<file path="config.mk">
export PLATFORM = sky130hd
export DESIGN_NAME = bcd_clock_calendar_tick_core_flat
export DESIGN_NICKNAME = d
export VERILOG_FILES = /design/src/rtl/core/bcc_pkg.sv /design/src/rtl/core/bcc_if.sv /design/src/rtl/core/bcc_tick_logic.sv /design/src/rtl/core/bcd_clock_calendar_tick_core.sv /design/src/flat_wrapper.sv
export SDC_FILE = /design/constraint.sdc
export NUM_CORES = 1
export LEC_CHECK = 0
export ABC_AREA = 1
export BUFFER_PORTS_ARGS = -buffer_cell sky130_fd_sc_hd__buf_2
export CAP_MARGIN = 20
export CORE_ASPECT_RATIO = 1.4
export CORE_MARGIN = 1
export CORE_UTILIZATION = 58
export CTS_CLUSTER_DIAMETER = 40
export CTS_CLUSTER_SIZE = 8
export DETAILED_ROUTE_END_ITERATION = 8
export HOLD_SLACK_MARGIN = 0.15
export PLACE_DENSITY = 0.82
export SETUP_SLACK_MARGIN = 0.5
export SYNTH_ARGS = -nofsm -noshare
export SYNTH_HDL_FRONTEND = slang
export SYNTH_HIERARCHICAL = 1
export SYNTH_SLANG_ARGS = --single-unit
</file>
<file path="constraint.sdc">
create_clock -name clk_i -period 4.9 [get_ports clk_i]
set_input_delay 0.49 -clock clk_i [delete_from_list [all_inputs] [get_ports clk_i]]
set_output_delay 0.49 -clock clk_i [all_outputs]
set_load 0.01 [all_outputs]
</file>
<file path="src/rtl/core/bcc_pkg.sv">
// Shared types, constants and digit helpers for the BCD clock and calendar core.
package bcc_pkg;

  typedef enum logic {
    OP_TICK = 1'b0,
    OP_LOAD = 1'b1
  } bcc_op_e;

  // Packed BCD date and time, two digits per byte, four for the year.
  typedef struct packed {
    logic [7:0]  seconds;
    logic [7:0]  minutes;
    logic [7:0]  hours;
    logic [7:0]  day;
    logic [7:0]  month;
    logic [15:0] year;
  } bcc_time_t;

  localparam int unsigned YearDigits = 4;

  localparam logic [3:0] DigitMax     = 4'd9;
  localparam logic [3:0] SecTensMax   = 4'd5;
  localparam logic [4:0] HourTensLim  = 5'd2;
  localparam logic [3:0] HourOnesLim  = 4'd4;
  localparam logic [4:0] DayTensLim   = 5'd3;
  localparam logic [3:0] DayOnesLim   = 4'd1;
  localparam logic [4:0] MonthTensLim = 5'd1;
  localparam logic [3:0] MonthOnesLim = 4'd3;

  function automatic logic [3:0] sat_digit(logic [3:0] d);
    return (d > DigitMax) ? DigitMax : d;
  endfunction

  function automatic logic [7:0] sat_bcd8(logic [7:0] v);
    return {sat_digit(v[7:4]), sat_digit(v[3:0])};
  endfunction

  function automatic logic [15:0] sat_bcd16(logic [15:0] v);
    return {sat_bcd8(v[15:8]), sat_bcd8(v[7:0])};
  endfunction

endpackage

</file>
<file path="src/rtl/core/bcc_if.sv">
// Request and response channel interfaces of the BCD clock and calendar core.
interface bcc_req_if;
  logic        valid;
  logic        ready;
  logic [0:0]  operation;
  logic [7:0]  load_seconds;
  logic [7:0]  load_minutes;
  logic [7:0]  load_hours;
  logic [7:0]  load_day;
  logic [7:0]  load_month;
  logic [15:0] load_year;

  modport source (
    output valid, operation, load_seconds, load_minutes, load_hours,
           load_day, load_month, load_year,
    input  ready
  );
  modport sink (
    input  valid, operation, load_seconds, load_minutes, load_hours,
           load_day, load_month, load_year,
    output ready
  );
endinterface

interface bcc_rsp_if;
  logic        valid;
  logic        ready;
  logic [7:0]  seconds_now;
  logic [7:0]  minutes_now;
  logic [7:0]  hours_now;
  logic [7:0]  day_now;
  logic [7:0]  month_now;
  logic [15:0] year_now;

  modport source (
    output valid, seconds_now, minutes_now, hours_now, day_now, month_now,
           year_now,
    input  ready
  );
  modport sink (
    input  valid, seconds_now, minutes_now, hours_now, day_now, month_now,
           year_now,
    output ready
  );
endinterface

</file>
<file path="src/rtl/core/bcc_tick_logic.sv">
// One-second advance of the date and time with carries up to the year.
module bcc_tick_logic (
  input  bcc_pkg::bcc_time_t cur_i,
  output bcc_pkg::bcc_time_t nxt_o
);
  import bcc_pkg::*;

  always_comb begin : tick_comb
    logic [3:0]  s0, s1, m0, m1, h0, d0, n0, dg;
    logic [4:0]  h1, d1, n1;
    logic        cm, ch, cd, cn, cy, carry;
    logic [15:0] y;

    s0 = cur_i.seconds[3:0];
    s1 = cur_i.seconds[7:4];
    m0 = cur_i.minutes[3:0];
    m1 = cur_i.minutes[7:4];
    h0 = cur_i.hours[3:0];
    h1 = {1'b0, cur_i.hours[7:4]};
    d0 = cur_i.day[3:0];
    d1 = {1'b0, cur_i.day[7:4]};
    n0 = cur_i.month[3:0];
    n1 = {1'b0, cur_i.month[7:4]};
    cm = 1'b0;
    ch = 1'b0;
    cd = 1'b0;
    cn = 1'b0;
    cy = 1'b0;
    y  = '0;

    // seconds: a tens digit of five or more wraps and carries
    if (s0 >= DigitMax) begin
      s0 = '0;
      if (s1 >= SecTensMax) begin
        s1 = '0;
        cm = 1'b1;
      end else begin
        s1 = s1 + 4'd1;
      end
    end else begin
      s0 = s0 + 4'd1;
    end

    if (cm) begin
      if (m0 >= DigitMax) begin
        m0 = '0;
        if (m1 >= SecTensMax) begin
          m1 = '0;
          ch = 1'b1;
        end else begin
          m1 = m1 + 4'd1;
        end
      end else begin
        m0 = m0 + 4'd1;
      end
    end

    if (ch) begin
      if (h0 >= DigitMax) begin
        h0 = '0;
        h1 = h1 + 5'd1;
      end else begin
        h0 = h0 + 4'd1;
      end
    end

    // hours of 24 or more: clear the time and roll the day
    if (h1 > HourTensLim || (h1 == HourTensLim && h0 >= HourOnesLim)) begin
      s0 = '0;
      s1 = '0;
      m0 = '0;
      m1 = '0;
      h0 = '0;
      h1 = '0;
      cd = 1'b1;
    end

    if (cd) begin
      if (d0 >= DigitMax) begin
        d0 = '0;
        d1 = d1 + 5'd1;
      end else begin
        d0 = d0 + 4'd1;
      end
    end

    // every month has thirty days
    if (d1 > DayTensLim || (d1 == DayTensLim && d0 >= DayOnesLim)) begin
      d1 = '0;
      d0 = 4'd1;
      cn = 1'b1;
    end

    if (cn) begin
      if (n0 >= DigitMax) begin
        n0 = '0;
        n1 = n1 + 5'd1;
      end else begin
        n0 = n0 + 4'd1;
      end
    end

    // month of 13 or more: back to 01 and carry into the year
    if (n1 > MonthTensLim || (n1 == MonthTensLim && n0 >= MonthOnesLim)) begin
      n1 = '0;
      n0 = 4'd1;
      cy = 1'b1;
    end

    // year counts in decimal and wraps from 9999 to 0000
    carry = cy;
    for (int k = 0; k < YearDigits; k++) begin
      dg = cur_i.year[4*k +: 4];
      if (carry) begin
        if (dg >= DigitMax) begin
          dg = '0;
        end else begin
          dg    = dg + 4'd1;
          carry = 1'b0;
        end
      end
      y[4*k +: 4] = dg;
    end

    nxt_o.seconds = {s1, s0};
    nxt_o.minutes = {m1, m0};
    nxt_o.hours   = {h1[3:0], h0};
    nxt_o.day     = {d1[3:0], d0};
    nxt_o.month   = {n1[3:0], n0};
    nxt_o.year    = y;
  end

endmodule

</file>
<file path="src/rtl/core/bcd_clock_calendar_tick_core.sv">
// Top level of the BCD clock and calendar: request stage, state and response register.
//
// The core keeps a 24-hour time and a date (30-day months, 12 months, four-digit
// year wrapping at 9999) as packed BCD. Each request is either a one-second tick or
// a load of all fields (digits above nine saturate to nine); each request yields
// exactly one response with the full date and time after that request. Throughput
// is one request per cycle while responses are taken. A request is held in the request
// register, then the tick logic and load select feed the state and the response
// register at once, so the next request sees the updated state with no gap. The
// response register decouples the sides: the core keeps taking a request while a
// response waits, and stalls only when both the request stage and the response
// register are full. After reset the state reads 00:00:00, day 00, month 00, year
// 0000; day and month of 00 count up to 01 on their next carry.
module bcd_clock_calendar_tick_core (
  input  logic      clk_i,
  input  logic      rst_ni,
  bcc_req_if.sink   req_i,
  bcc_rsp_if.source rsp_o
);
  import bcc_pkg::*;

  logic      req_valid_q;
  bcc_op_e   op_q;
  bcc_time_t load_q;
  logic      rsp_valid_q;
  bcc_time_t rsp_q;
  bcc_time_t state_q, state_d;
  bcc_time_t tick_nxt;
  logic      step_en;
  logic      req_fire;

  // advance the held request whenever the response register frees up
  assign step_en      = req_valid_q && (!rsp_valid_q || rsp_o.ready);
  assign req_i.ready  = !req_valid_q || step_en;
  assign req_fire     = req_i.valid && req_i.ready;

  always_ff @(posedge clk_i or negedge rst_ni) begin
    if (!rst_ni) begin
      req_valid_q <= 1'b0;
      rsp_valid_q <= 1'b0;
    end else begin
      if (req_i.ready) begin
        req_valid_q <= req_i.valid;
      end
      if (step_en) begin
        rsp_valid_q <= 1'b1;
      end else if (rsp_o.ready) begin
        rsp_valid_q <= 1'b0;
      end
    end
  end

  // capture the request; saturate load digits here to keep the step path short
  always_ff @(posedge clk_i) begin
    if (req_fire) begin
      op_q           <= bcc_op_e'(req_i.operation);
      load_q.seconds <= sat_bcd8(req_i.load_seconds);
      load_q.minutes <= sat_bcd8(req_i.load_minutes);
      load_q.hours   <= sat_bcd8(req_i.load_hours);
      load_q.day     <= sat_bcd8(req_i.load_day);
      load_q.month   <= sat_bcd8(req_i.load_month);
      load_q.year    <= sat_bcd16(req_i.load_year);
    end
  end

  bcc_tick_logic u_tick (
    .cur_i (state_q),
    .nxt_o (tick_nxt)
  );

  assign state_d = (op_q == OP_LOAD) ? load_q : tick_nxt;

  always_ff @(posedge clk_i or negedge rst_ni) begin
    if (!rst_ni) begin
      state_q <= '0;
    end else if (step_en) begin
      state_q <= state_d;
    end
  end

  // response payload mirrors the state written in the same step
  always_ff @(posedge clk_i) begin
    if (step_en) begin
      rsp_q <= state_d;
    end
  end

  assign rsp_o.valid       = rsp_valid_q;
  assign rsp_o.seconds_now = rsp_q.seconds;
  assign rsp_o.minutes_now = rsp_q.minutes;
  assign rsp_o.hours_now   = rsp_q.hours;
  assign rsp_o.day_now     = rsp_q.day;
  assign rsp_o.month_now   = rsp_q.month;
  assign rsp_o.year_now    = rsp_q.year;

  // a tick always leaves hours, day and month inside their ranges
  a_tick_in_range: assert property (@(posedge clk_i) disable iff (!rst_ni)
    (step_en && op_q == OP_TICK) |=>
      (rsp_o.hours_now <= 8'h23 && rsp_o.day_now <= 8'h30 && rsp_o.month_now <= 8'h12))
    else $error("tick result out of range");

  // a pending response always matches the stored date and time
  a_rsp_matches_state: assert property (@(posedge clk_i) disable iff (!rst_ni)
    rsp_o.valid |-> (rsp_q == state_q))
    else $error("response differs from state");

  // a load never stores a year digit above nine
  a_load_year_digits: assert property (@(posedge clk_i) disable iff (!rst_ni)
    (step_en && op_q == OP_LOAD) |=>
      (rsp_o.year_now[15:12] <= 4'd9 && rsp_o.year_now[11:8] <= 4'd9 &&
       rsp_o.year_now[7:4] <= 4'd9 && rsp_o.year_now[3:0] <= 4'd9))
    else $error("loaded year digit not saturated");

endmodule
</file>
<file path="src/flat_wrapper.sv">
// flat-port wrapper written by rule: the top's interface ports become plain ports
module bcd_clock_calendar_tick_core_flat import bcc_pkg::*;
  (clk_i, rst_ni, req_i_valid, req_i_operation, req_i_load_seconds, req_i_load_minutes, req_i_load_hours, req_i_load_day, req_i_load_month, req_i_load_year, req_i_ready, rsp_o_valid, rsp_o_seconds_now, rsp_o_minutes_now, rsp_o_hours_now, rsp_o_day_now, rsp_o_month_now, rsp_o_year_now, rsp_o_ready);
  bcc_req_if req_i_i ();
  bcc_rsp_if rsp_o_i ();
  input  logic clk_i;
  input  logic rst_ni;
  input wire logic [$bits(req_i_i.valid)-1:0] req_i_valid;
  input wire logic [$bits(req_i_i.operation)-1:0] req_i_operation;
  input wire logic [$bits(req_i_i.load_seconds)-1:0] req_i_load_seconds;
  input wire logic [$bits(req_i_i.load_minutes)-1:0] req_i_load_minutes;
  input wire logic [$bits(req_i_i.load_hours)-1:0] req_i_load_hours;
  input wire logic [$bits(req_i_i.load_day)-1:0] req_i_load_day;
  input wire logic [$bits(req_i_i.load_month)-1:0] req_i_load_month;
  input wire logic [$bits(req_i_i.load_year)-1:0] req_i_load_year;
  output wire logic [$bits(req_i_i.ready)-1:0] req_i_ready;
  output wire logic [$bits(rsp_o_i.valid)-1:0] rsp_o_valid;
  output wire logic [$bits(rsp_o_i.seconds_now)-1:0] rsp_o_seconds_now;
  output wire logic [$bits(rsp_o_i.minutes_now)-1:0] rsp_o_minutes_now;
  output wire logic [$bits(rsp_o_i.hours_now)-1:0] rsp_o_hours_now;
  output wire logic [$bits(rsp_o_i.day_now)-1:0] rsp_o_day_now;
  output wire logic [$bits(rsp_o_i.month_now)-1:0] rsp_o_month_now;
  output wire logic [$bits(rsp_o_i.year_now)-1:0] rsp_o_year_now;
  input wire logic [$bits(rsp_o_i.ready)-1:0] rsp_o_ready;
  assign req_i_i.valid = req_i_valid;
  assign req_i_i.operation = req_i_operation;
  assign req_i_i.load_seconds = req_i_load_seconds;
  assign req_i_i.load_minutes = req_i_load_minutes;
  assign req_i_i.load_hours = req_i_load_hours;
  assign req_i_i.load_day = req_i_load_day;
  assign req_i_i.load_month = req_i_load_month;
  assign req_i_i.load_year = req_i_load_year;
  assign req_i_ready = req_i_i.ready;
  assign rsp_o_valid = rsp_o_i.valid;
  assign rsp_o_seconds_now = rsp_o_i.seconds_now;
  assign rsp_o_minutes_now = rsp_o_i.minutes_now;
  assign rsp_o_hours_now = rsp_o_i.hours_now;
  assign rsp_o_day_now = rsp_o_i.day_now;
  assign rsp_o_month_now = rsp_o_i.month_now;
  assign rsp_o_year_now = rsp_o_i.year_now;
  assign rsp_o_i.ready = rsp_o_ready;
  bcd_clock_calendar_tick_core u_core (.clk_i(clk_i), .rst_ni(rst_ni), .req_i(req_i_i), .rsp_o(rsp_o_i));
endmodule
</file>
==> run_results.csv, run 1 <==
group,metric,value,unit
synthesis,synth-edff-count,113,
drt,wl,19.46,mm
global_routing,grt_max_degree,64,
synthesis,synth_common_cells,"440 x nand2_1, 113 x edfxtp_1, 89 x inv_1",
sta,tightestPinTransition,1021,ps
drt,drtAntennaViolNets,0,
synthesis,synthFlopType,"edfxtp_1",
synthesis,synth.largest_area_cell,"edfxtp_1",
power,vdd_ir_drop_max,0.0003133,V
sta,period_needed,4031,ps
clock_tree,numCtsBuffers,17,
final_layout,multi_input_area,3638,µm²
clock_tree,clk_path_buf_depth,2,
clock_tree,cts.sinks,171,
clock_tree,cts_tree,"built",
final_layout,fin_util,0.6829,
synthesis,yosysUniqueCellTypes,44,
critical_path,r2r-end,"u_core/rsp_o.year_now[5]",
critical_path,cp_common_cell,"nand2_1",
critical_path,cp_slowest_stage_delay,450,ps
synthesis,synth_area,9079,µm²
sta,max-slew-margin-rel,0.3183,
sta,rsz0062_at_grt,"false",
place,place.gp.congestion,0.9268,
hold_path,min_from,"req_i_operation",
synthesis,yosysWarnings,6,
critical_path,start_kind,"register",
clock_tree,insertion_delay,430,ps
sta,timing.fmax,248.1,MHz
drt,vias,7188,
floorplan,die_area,16160,µm²
floorplan,io_pins,119,
job,cap_violations,0,
synthesis,async_flop_share,0.3392,
synthesis,yosysSeqAreaShare,0.5336,
final_layout,diodes,0,
sta,final_min_period_over_clock_period,0.8227,
critical_path,cp_max_fo,27,
critical_path,crit_type,"register to register",
drt,viasPerCell,5.297,
final_layout,regArea,4846,µm²
sta,fin_tns_setup,0,ps
clock_tree,cts.clk_slew.worst_paths,60,ps
floorplan,rows,53,
final_layout,drive_gt1_frac,0.1751,
synthesis,syn_avg_cell_area,8.663,µm²
final_layout,syn_to_final_growth,14.22,%
clock_tree,cts-root-buf,"clkbuf_16",
drt,drt_iter0_drc,383,
hold_path,hp-class,"input pin to register",
synthesis,synth_cells,1048,
critical_path,crit_arrival,4200,ps
critical_path,crit_required,5070,ps
global_routing,grt.overflow.total,0,
sta,finalSetupViolCount,0,
critical_path,endpoint_kind,"register",
global_routing,grt_pass1_wl,31.17,mm
floorplan,coreArea,15190,µm²
critical_path,worst-r2r-setup-slack,870,ps
power,leakagePower,5.066,nW
drt,drc,0,
sta,fin_skew,10.44,ps
clock_tree,cts_max_level,4,
critical_path,cp_slowest_cell,"dfrtp_1",
final_layout,nets,1249,
synthesis,synth_most_common_cell,"nand2_1",
synthesis,synthTopCellsByArea,"edfxtp_1 37%, nand2_1 18%, dfrtp_1 16%",
final_layout,n_fill_cell,1158,
sta,final_hold_viol_count,0,
floorplan,die_h,150.0,µm
hold_path,hold_end,"u_core/op_q",
run_status,status,"completed",
place,port_buffers,118,
synthesis,netlist.area_leader.share,0.3738,
floorplan,die_w,107.7,µm
floorplan,start_util,0.5978,
drt,wl_per_cell,14.34,µm
global_routing,grtUsageTotal,0.2519,
critical_path,r2r_start,"u_core/state_q[52]",
global_routing,grt_pass1_vias,6900,
power,p_per_area,491.7,nW/µm²
critical_path,reg2reg_depth,27,
sta,slew_violations,0,
hold_path,hold_depth,1,
drt,drtPass1Iterations,5,
global_routing,antenna_found_initial,0,
synthesis,synth-seq-cells,171,
place,post-dp-hpwl,12.65,mm
-- layout by cell type, fill, tap and decap left out, types with 10 or more instances in the layout --
cell type,Yosys,layout
dfrtp_1,58,57
nand2_1,440,439
o21ai_0,23,23
nand3_1,32,32
and2_1,14,14
nand2_2,12,11
edfxtp_1,113,113
clkbuf_16,0,17
buf_2,10,118
nor2_1,62,61
a21oi_1,23,23
xnor2_1,11,11
buf_4,20,12
nand4_1,12,12
o21ai_1,10,10
ha_1,36,36
inv_1,89,88
-- state kept, by name (all words and copies together) (netlist names) --
signal	cells
u_core/rsp_o.valid	1
u_core/rsp_o.hours_now	8
u_core/rsp_o.minutes_now	8
u_core/req_valid_q	1
u_core/rsp_o.day_now	8
u_core/rsp_o.seconds_now	8
u_core/rsp_o.year_now	16
u_core/op_q	1
u_core/state_q	56
u_core/load_q	56
u_core/rsp_o.month_now	8
-- where the power goes --
part | switching [mW] | total, mW | internal [mW]
Sequential | 0.228 | 2.06 | 1.84
Combinational | 1.10 | 1.71 | 0.610
Clock | 0.557 | 1.32 | 0.767
Total | 1.89 | 5.10 | 3.21
-- per-layer routing --
layer  global-route usage  up-vias  wire [µm]
met1               0.2839     3369       7442
met4               0.1123        0        430
met5                    0        -          0
met2               0.4478      254      10410
li1                     -     3530          -
met3              0.06054       35       1182
-- final cells by class --
class                   count  area share
flip-flops and latches    171      0.4673
multi-input cells         737      0.3509
repair buffers            131     0.06829
clock buffers              19     0.04271
inverters                  94     0.03403
well taps                 192     0.02317
clock inverters            13     0.01363
-- critical path: cells and delay by family, from the launching register on --
kind            cells  cell delay (ps)
flops               1              450
fa+ha+maj           1              230
simple gates       19             2030
buf+inv             3              340
compound gates      4              720
-- worst max path at each step --
stage | endpoint | from
after floorplan | u_core/rsp_o.year_now[2] | u_core/state_q[52]
after global placement | u_core/state_q[5] | u_core/state_q[52]
after detailed placement | u_core/state_q[7] | u_core/state_q[53]
after CTS | u_core/state_q[15] | u_core/state_q[40]
after global routing | u_core/state_q[8] | u_core/state_q[53]
final | u_core/rsp_o.year_now[5] | u_core/state_q[52]
-- metrics by stage --
stage / power, mW / std cells / worst slack, ps / hold WS [ps] / instance area, µm²
6_report: 5.098 / 1357 / 868.6 / 242.5 / 10370
5_1_grt: 5.416 / 1357 / 464.1 / 224.9 / 10370
4_1_cts: 4.984 / 1349 / 580.2 / 222.0 / 10250
3_5_place_dp: 3.632 / 1317 / 734.6 / 469.4 / 9667
3_3_place_gp: 3.576 / 1317 / 935.5 / 467.2 / 9667
2_1_floorplan: 3.271 / 1054 / 1540 / 194.4 / 9101
-- cell families (layout without fill, tap and decap cells) --
logic type                 Yosys count  in the layout  synth area share
DFF                                171            171            0.5336
buffers and inverters              146            257           0.07332
xor gates and xnor gates            19             19           0.01833
adders and majority gates           36             36           0.04961
and+or+nand+nor                    600            600            0.2765
AOI/OAI and AO/OA                   74             74           0.04713
other                                1              7         0.0004131
muxes                                1              1          0.001103
-- repair_timing --
| action | CTS | global route |
|---|---|---|
| hold buffers | 0 | 0 |
| endpoints found under the setup margin | 0 | 32 |
| setup buffers | 0 | 7 |
| resized for setup | 0 | 7 |
Power figures use the tool's default switching activity.
==> run 2: changes to the inputs <==
--- a/config.mk
+++ b/config.mk
@@ -10,12 +10,12 @@
 export CAP_MARGIN = 20
 export CORE_ASPECT_RATIO = 1.4
 export CORE_MARGIN = 1
-export CORE_UTILIZATION = 58
+export CORE_UTILIZATION = 53
 export CTS_CLUSTER_DIAMETER = 40
 export CTS_CLUSTER_SIZE = 8
 export DETAILED_ROUTE_END_ITERATION = 8
 export HOLD_SLACK_MARGIN = 0.15
-export PLACE_DENSITY = 0.82
+export PLACE_DENSITY = 0.79
 export SETUP_SLACK_MARGIN = 0.5
 export SYNTH_ARGS = -nofsm -noshare
 export SYNTH_HDL_FRONTEND = slang
==> constraint.sdc (replaced) <==
create_clock -name clk_i -period 3.7 [get_ports clk_i]
set_input_delay 0.37 -clock clk_i [delete_from_list [all_inputs] [get_ports clk_i]]
set_output_delay 0.37 -clock clk_i [all_outputs]
set_load 0.01 [all_outputs]
==> run 2 against run 1 <==
The run now ends with setup timing left; sequential power increased by 34%; global-route usage is 1.5 points higher; first-iteration DRC count grew 87%; cell count up 8.0%; final area up 15%; clock power increased by 47%; worst hold slack got worse by 76 ps; non-clock buffer count up 95; sequential share of layout area shrank 6.2 points; highest routed layer unchanged.
==> run_results.csv, run 2 (same netlist as run 1, synthesis figures left out) <==
group,metric,value,unit
final_layout,n_fill_cell,1086,
sta,tightestPinTransition,1035,ps
floorplan,io_pins,119,
sta,period_needed,3847,ps
sta,rsz0062_at_grt,"true",
drt,drc,0,
drt,vias,8099,
clock_tree,clk_path_buf_depth,2,
place,place.gp.congestion,0.8721,
final_layout,instances_no_fill,1465,
floorplan,die_area,17660,µm²
global_routing,grtUsageMet3,0.04493,
sta,slew_violations,0,
final_layout,reg_top3,"u_core/load_q x56, u_core/state_q x56, u_core/rsp_o.year_now x16",
final_layout,nets,1346,
place,port_buffers,118,
floorplan,die_w,112.6,µm
sta,finalSetupViolCount,40,
drt,drtPass1Iterations,5,
global_routing,grt.overflow.total,0,
final_layout,final_common_cell,"nand2_1",
hold_path,hold_depth,3,
run_status,violations,"setup timing",
clock_tree,cts.clk_slew.worst_paths,70,ps
clock_tree,cts_max_level,4,
drt,wl,24.20,mm
critical_path,crit_required,4070,ps
sta,max-slew-margin-rel,0.3088,
global_routing,grtUsageMet1,0.2902,
critical_path,start_kind,"register",
floorplan,rows,56,
clock_tree,insertion_delay,440,ps
global_routing,grt_pass1_wl,36.44,mm
critical_path,reg2reg_depth,29,
global_routing,grt_max_degree,60,
global_routing,antenna_found_initial,0,
power,p_per_area,694.2,nW/µm²
critical_path,crit_type,"register to register",
drt,drt_iter0_drc,717,
clock_tree,cts-root-buf,"clkbuf_16",
floorplan,coreArea,16750,µm²
clock_tree,cts.sinks,171,
final_layout,drive_gt1_frac,0.3074,
final_layout,final_cell_mix,"389 x nand2_1, 118 x buf_2, 113 x edfxtp_1, 78 x inv_1, 57 x dfrtp_1",
drt,drtAntennaViolNets,0,
power,leakagePower,5.715,nW
clock_tree,cts_tree,"built",
hold_path,hp-class,"input pin to register",
critical_path,worst-r2r-setup-slack,-150,ps
clock_tree,numCtsBuffers,17,
job,cap_violations,0,
critical_path,cp_slowest_cell,"dfrtp_1",
global_routing,grtUsageTotal,0.2664,
place,post-dp-hpwl,13.03,mm
floorplan,die_h,156.9,µm
sta,final_hold_viol_count,0,
drt,viasPerCell,5.528,
global_routing,grt_pass1_vias,7862,
critical_path,crit_arrival,4220,ps
sta,timing.fmax,260.0,MHz
critical_path,endpoint_kind,"register",
sta,setup_ws,-146.9,ps
final_layout,syn_to_final_growth,31.59,%
critical_path,cp_max_fo,8,
sta,final_min_period_over_clock_period,1.040,
floorplan,start_util,0.5421,
power,vdd_ir_drop_max,0.0004250,V
sta,fin_tns_setup,-2765,ps
critical_path,cp_slowest_stage_delay,420,ps
critical_path,cp_common_cell,"nand2_1",
global_routing,busiest_layer,"met2",
place,dp_cells,1344,
global_routing,grt.met2_usage,0.4862,
drt,wl_per_cell,16.52,µm
sta,fin_skew,10.61,ps
final_layout,diodes,0,
run_status,status,"finished, violations left",
==> run 2: cell count changes in the layout (fill, tap and decap cells not counted), moves of 10 or more <==
cell           previous run  this run
nand2_1                 439       389
buf_4                    12        55
nand2_2                  11        42
buf_6                     0        30
nand2_4                   4        21
dlygate4sd3_1             0        15
a21oi_1                  23        12
inv_1                    88        78
==> run 2: stage by stage <==
stage	setup WS, ps	hold slack [ps]	total power [mW]	instance area (µm²)	util
after global routing	-296.4	162.5	8.691	11950	0.7134
after floorplan	383.9	74.41	4.413	9179	-
final	-146.9	166.3	8.293	11950	0.7134
after CTS	172.2	151.0	7.612	11470	0.6851
after detailed placement	-79.82	474.0	5.004	9932	0.5931
after global placement	116.9	463.1	4.914	9905	0.5915
==> run 2: final timing paths <==
| kind | start | to |
|---|---|---|
| setup / recovery | u_core/state_q[40] | u_core/state_q[19] |
| hold / removal | req_i_valid | u_core/req_valid_q |
| setup reg to reg | u_core/state_q[40] | u_core/state_q[19] |
| hold reg to reg | u_core/state_q[7] | u_core/state_q[7] |
| max in group asynchronous | rst_ni | u_core/state_q[24] |
| min in group asynchronous | rst_ni | u_core/state_q[23] |
==> run 2: layer usage <==
metal  routed length, µm  share of wire
met5                   0              0
met2               12980           0.54
met3                1337          0.055
met1                8809           0.36
met4                1073          0.044
==> run 2: power by group <==
part	total, mW	switching [mW]	internal [mW]
registers	2.76	0.328	2.43
clock network	1.94	0.793	1.14
logic	3.60	2.08	1.52
total	8.29	3.20	5.09
==> run 2: layout make-up <==
class                   instances  area [µm²]  share of cell area
inverters                      94       356.6             0.02985
flip-flops and latches        171        4846              0.4056
well taps                     203       254.0             0.02126
clock inverters                15       209.0             0.01749
clock buffers                  17       425.4             0.03561
multi-input cells             739        4197              0.3513
repair buffers                226        1659              0.1389
==> run 2: critical path: cells and delay by family, from the launching register on <==
| family | cells | cell delay, ps |
|---|---|---|
| and+or+nand+nor | 20 | 2040 |
| DFF | 1 | 420 |
| AOI/OAI and AO/OA | 2 | 340 |
| buffers and inverters | 6 | 770 |
| adders and majority gates | 1 | 180 |
==> run 2: timing repair <==
item	CTS	global route
setup endpoints to repair	42	63
hold endpoints to repair	23	0
gates resized for setup	61	100
cloned	2	0
hold buffers	15	0
setup buffers	62	9
pin swaps	52	51
==> run 3: changes to the inputs <==
--- a/config.mk
+++ b/config.mk
@@ -10,14 +10,14 @@
 export CAP_MARGIN = 20
 export CORE_ASPECT_RATIO = 1.4
 export CORE_MARGIN = 1
-export CORE_UTILIZATION = 53
+export CORE_UTILIZATION = 52
 export CTS_CLUSTER_DIAMETER = 40
-export CTS_CLUSTER_SIZE = 8
+export CTS_CLUSTER_SIZE = 25
 export DETAILED_ROUTE_END_ITERATION = 8
 export HOLD_SLACK_MARGIN = 0.15
-export PLACE_DENSITY = 0.79
+export MAX_ROUTING_LAYER = met4
+export PLACE_DENSITY = 0.78
 export SETUP_SLACK_MARGIN = 0.5
 export SYNTH_ARGS = -nofsm -noshare
 export SYNTH_HDL_FRONTEND = slang
-export SYNTH_HIERARCHICAL = 1
 export SYNTH_SLANG_ARGS = --single-unit
==> run 3 against run 2 <==
The flow finishes with violations (DRC, setup timing); sequential power up 4%; fmax decreased by 2.7%; count of clock-buffer cells in the layout increased by 1; combinational power up 24%; utilization is 1.3 points lower; power up 8.4%; final area is 4.3% lower; non-clock buffer count down 3.
==> run_results.csv, run 3 <==
group,metric,value,unit
floorplan,coreArea,16310,µm²
synthesis,synth-seq-cells,171,
sta,max-slew-margin-rel,0.3126,
drt,wl,22.21,mm
floorplan,start_util,0.5373,
synthesis,async_flop_share,0.3392,
final_layout,diodes,0,
critical_path,crit_required,3900,ps
synthesis,synth_area,8763,µm²
floorplan,die_area,17380,µm²
place,port_buffers,118,
synthesis,synthTopCellsByArea,"edfxtp_1 39%, dfrtp_1 17%, nand2_1 12%",
sta,finalSetupViolCount,42,
synthesis,yosysWarnings,0,
floorplan,rows,55,
synthesis,synth_common_cells,"271 x nand2_1, 113 x edfxtp_1, 111 x inv_1",
clock_tree,cts.clk_slew.worst_paths,70,ps
sta,final_min_period_over_clock_period,1.068,
final_layout,drive_gt1_frac,0.3270,
clock_tree,cts_max_level,4,
synthesis,yosysSeqAreaShare,0.5528,
synthesis,synthMuxAreaShare,0.001285,
clock_tree,insertion_delay,440,ps
run_status,violations,"DRC, setup timing",
critical_path,crit_arrival,4150,ps
final_layout,final_cell_mix,"233 x nand2_1, 118 x buf_2, 113 x edfxtp_1, 97 x inv_1, 72 x buf_4",
critical_path,cp_slowest_cell,"dfrtp_1",
global_routing,grtUsageTotal,0.2553,
critical_path,crit_type,"register to register",
clock_tree,cts_tree,"built",
drt,drc,8,
final_layout,reg_top3,"u_core.load_q x56, u_core.state_q x56, u_core.rsp_o.year_now x16",
clock_tree,clk_path_buf_depth,2,
synthesis,synth_cells,948,
floorplan,io_pins,119,
critical_path,cp_common_cell,"nand2_2",
synthesis,synth_adder_area_share,0.05140,
sta,slew_violations,0,
synthesis,syn_avg_cell_area,9.244,µm²
job,cap_violations,0,
synthesis,yosysUniqueCellTypes,44,
clock_tree,cts.sinks,171,
sta,fin_skew,10.36,ps
global_routing,grt_pass1_wl,33.47,mm
sta,setup_ws,-253.3,ps
critical_path,endpoint_kind,"register",
global_routing,grt_max_degree,72,
global_routing,antenna_found_initial,0,
power,vdd_ir_drop_max,0.0004391,V
global_routing,grt.overflow.total,0,
drt,drtAntennaViolNets,0,
place,post-dp-hpwl,12.95,mm
final_layout,instances_no_fill,1364,
clock_tree,cts-root-buf,"clkbuf_16",
synthesis,synth.largest_area_cell,"edfxtp_1",
drt,wl_per_cell,16.28,µm
global_routing,grt_pass1_vias,7154,
synthesis,yosys.area_share.simple,0.2236,
drt,viasPerCell,5.464,
sta,period_needed,3953,ps
synthesis,synth_top_family_by_area,"simple AND/OR/NAND/NOR gates",
place,place.gp.congestion,0.9387,
place,dp_cells,1249,
drt,drtPass1Iterations,7,
sta,fin_tns_setup,-6392,ps
synthesis,netlist.area_leader.share,0.3872,
synthesis,synth_compound_area_frac,0.08181,
sta,holdWs,163.3,ps
critical_path,cp_slowest_stage_delay,400,ps
drt,vias,7453,
clock_tree,numCtsBuffers,17,
power,p_per_area,786.2,nW/µm²
sta,timing.fmax,253.0,MHz
final_layout,nets,1249,
critical_path,cp_max_fo,8,
drt,drt_iter0_drc,610,
synthesis,synthesis.nets,1045,
sta,tightestPinTransition,1026,ps
floorplan,die_w,111.7,µm
hold_path,hp-class,"input pin to register",
sta,rsz0062_at_grt,"true",
critical_path,start_kind,"register",
synthesis,synth_most_common_cell,"nand2_1",
final_layout,syn_to_final_growth,30.43,%
run_status,status,"finished, violations left",
floorplan,die_h,155.6,µm
synthesis,yosys.area_share.xor_xnor,0.01999,
synthesis,synth-edff-count,113,
synthesis,synthFlopType,"edfxtp_1",
sta,final_hold_viol_count,0,
power,leakagePower,5.266,nW
final_layout,final_common_cell,"nand2_1",
-- run 3: area by class of cell --
cell class | instances | area (µm²)
repair buffers | 223 | 1505
clock buffers | 18 | 439.2
well taps | 199 | 249.0
multi-input cells | 623 | 3840
inverters | 116 | 450.4
fillers | 1146 | 4880
flip-flops and latches | 171 | 4847
clock inverters | 14 | 98.84
-- run 3: report_power, final --
group,switching [mW],internal [mW]
logic,2.55,1.92
registers,0.364,2.52
clock network,0.767,0.875
total,3.68,5.31
-- run 3: cell families after synthesis --
family / count (synthesis)
and+or+nand+nor: 437
DFF: 171
buffers and inverters: 155
AOI/OAI and AO/OA: 128
adders and majority gates: 36
xor gates and xnor gates: 20
muxes: 1
-- run 3: final timing paths --
check / startpoint / to / slack, ps / cells after the start
setup / recovery: u_core.state_q[53] / u_core.rsp_o.year_now[13] / -250 / 28
setup reg to reg: u_core.state_q[53] / u_core.rsp_o.year_now[13] / -250 / 28
hold / removal: req_i_valid / u_core.req_valid_q / 160 / 3
hold reg to reg: u_core.state_q[11] / u_core.state_q[11] / 490 / 2
min in group asynchronous: rst_ni / u_core.state_q[20] / 550 / 2
max in group asynchronous: rst_ni / u_core.state_q[52] / 2200 / 3
-- run 3: per-layer routing --
metal	routed length, µm	GRT usage
met5	0	-
met4	994	0.1441
met3	1121	0.04235
met2	11570	0.4419
met1	8524	0.2786
-- run 3: stage by stage --
stage	utilization	power (mW)	instance area [µm²]	worst slack (ps)
after floorplan	-	4.788	8796	321.0
after global routing	0.7008	9.459	11430	-469.0
after CTS	0.6690	8.038	10910	10.12
after detailed placement	0.5919	5.568	9653	-86.20
final	0.7008	8.986	11430	-253.3
after global placement	0.5919	5.482	9653	20.60
-- run 3: worst max-delay path, delay by kind of cell (launching register included) --
kind | cells | cell delay, ps
fa+ha+maj | 1 | 160
simple gates | 21 | 2590
buf+inv | 4 | 430
compound gates | 2 | 130
flops | 1 | 400
-- run 3: what timing repair did --
item                                   in CTS  in global routing
endpoints found under the hold margin      42                  0
hold buffers                               15                  0
buffers inserted                           47                 19
gates resized for setup                    63                102
setup endpoints to repair                  42                 57
pin swaps                                  30                 53
gates cloned                                1                  1
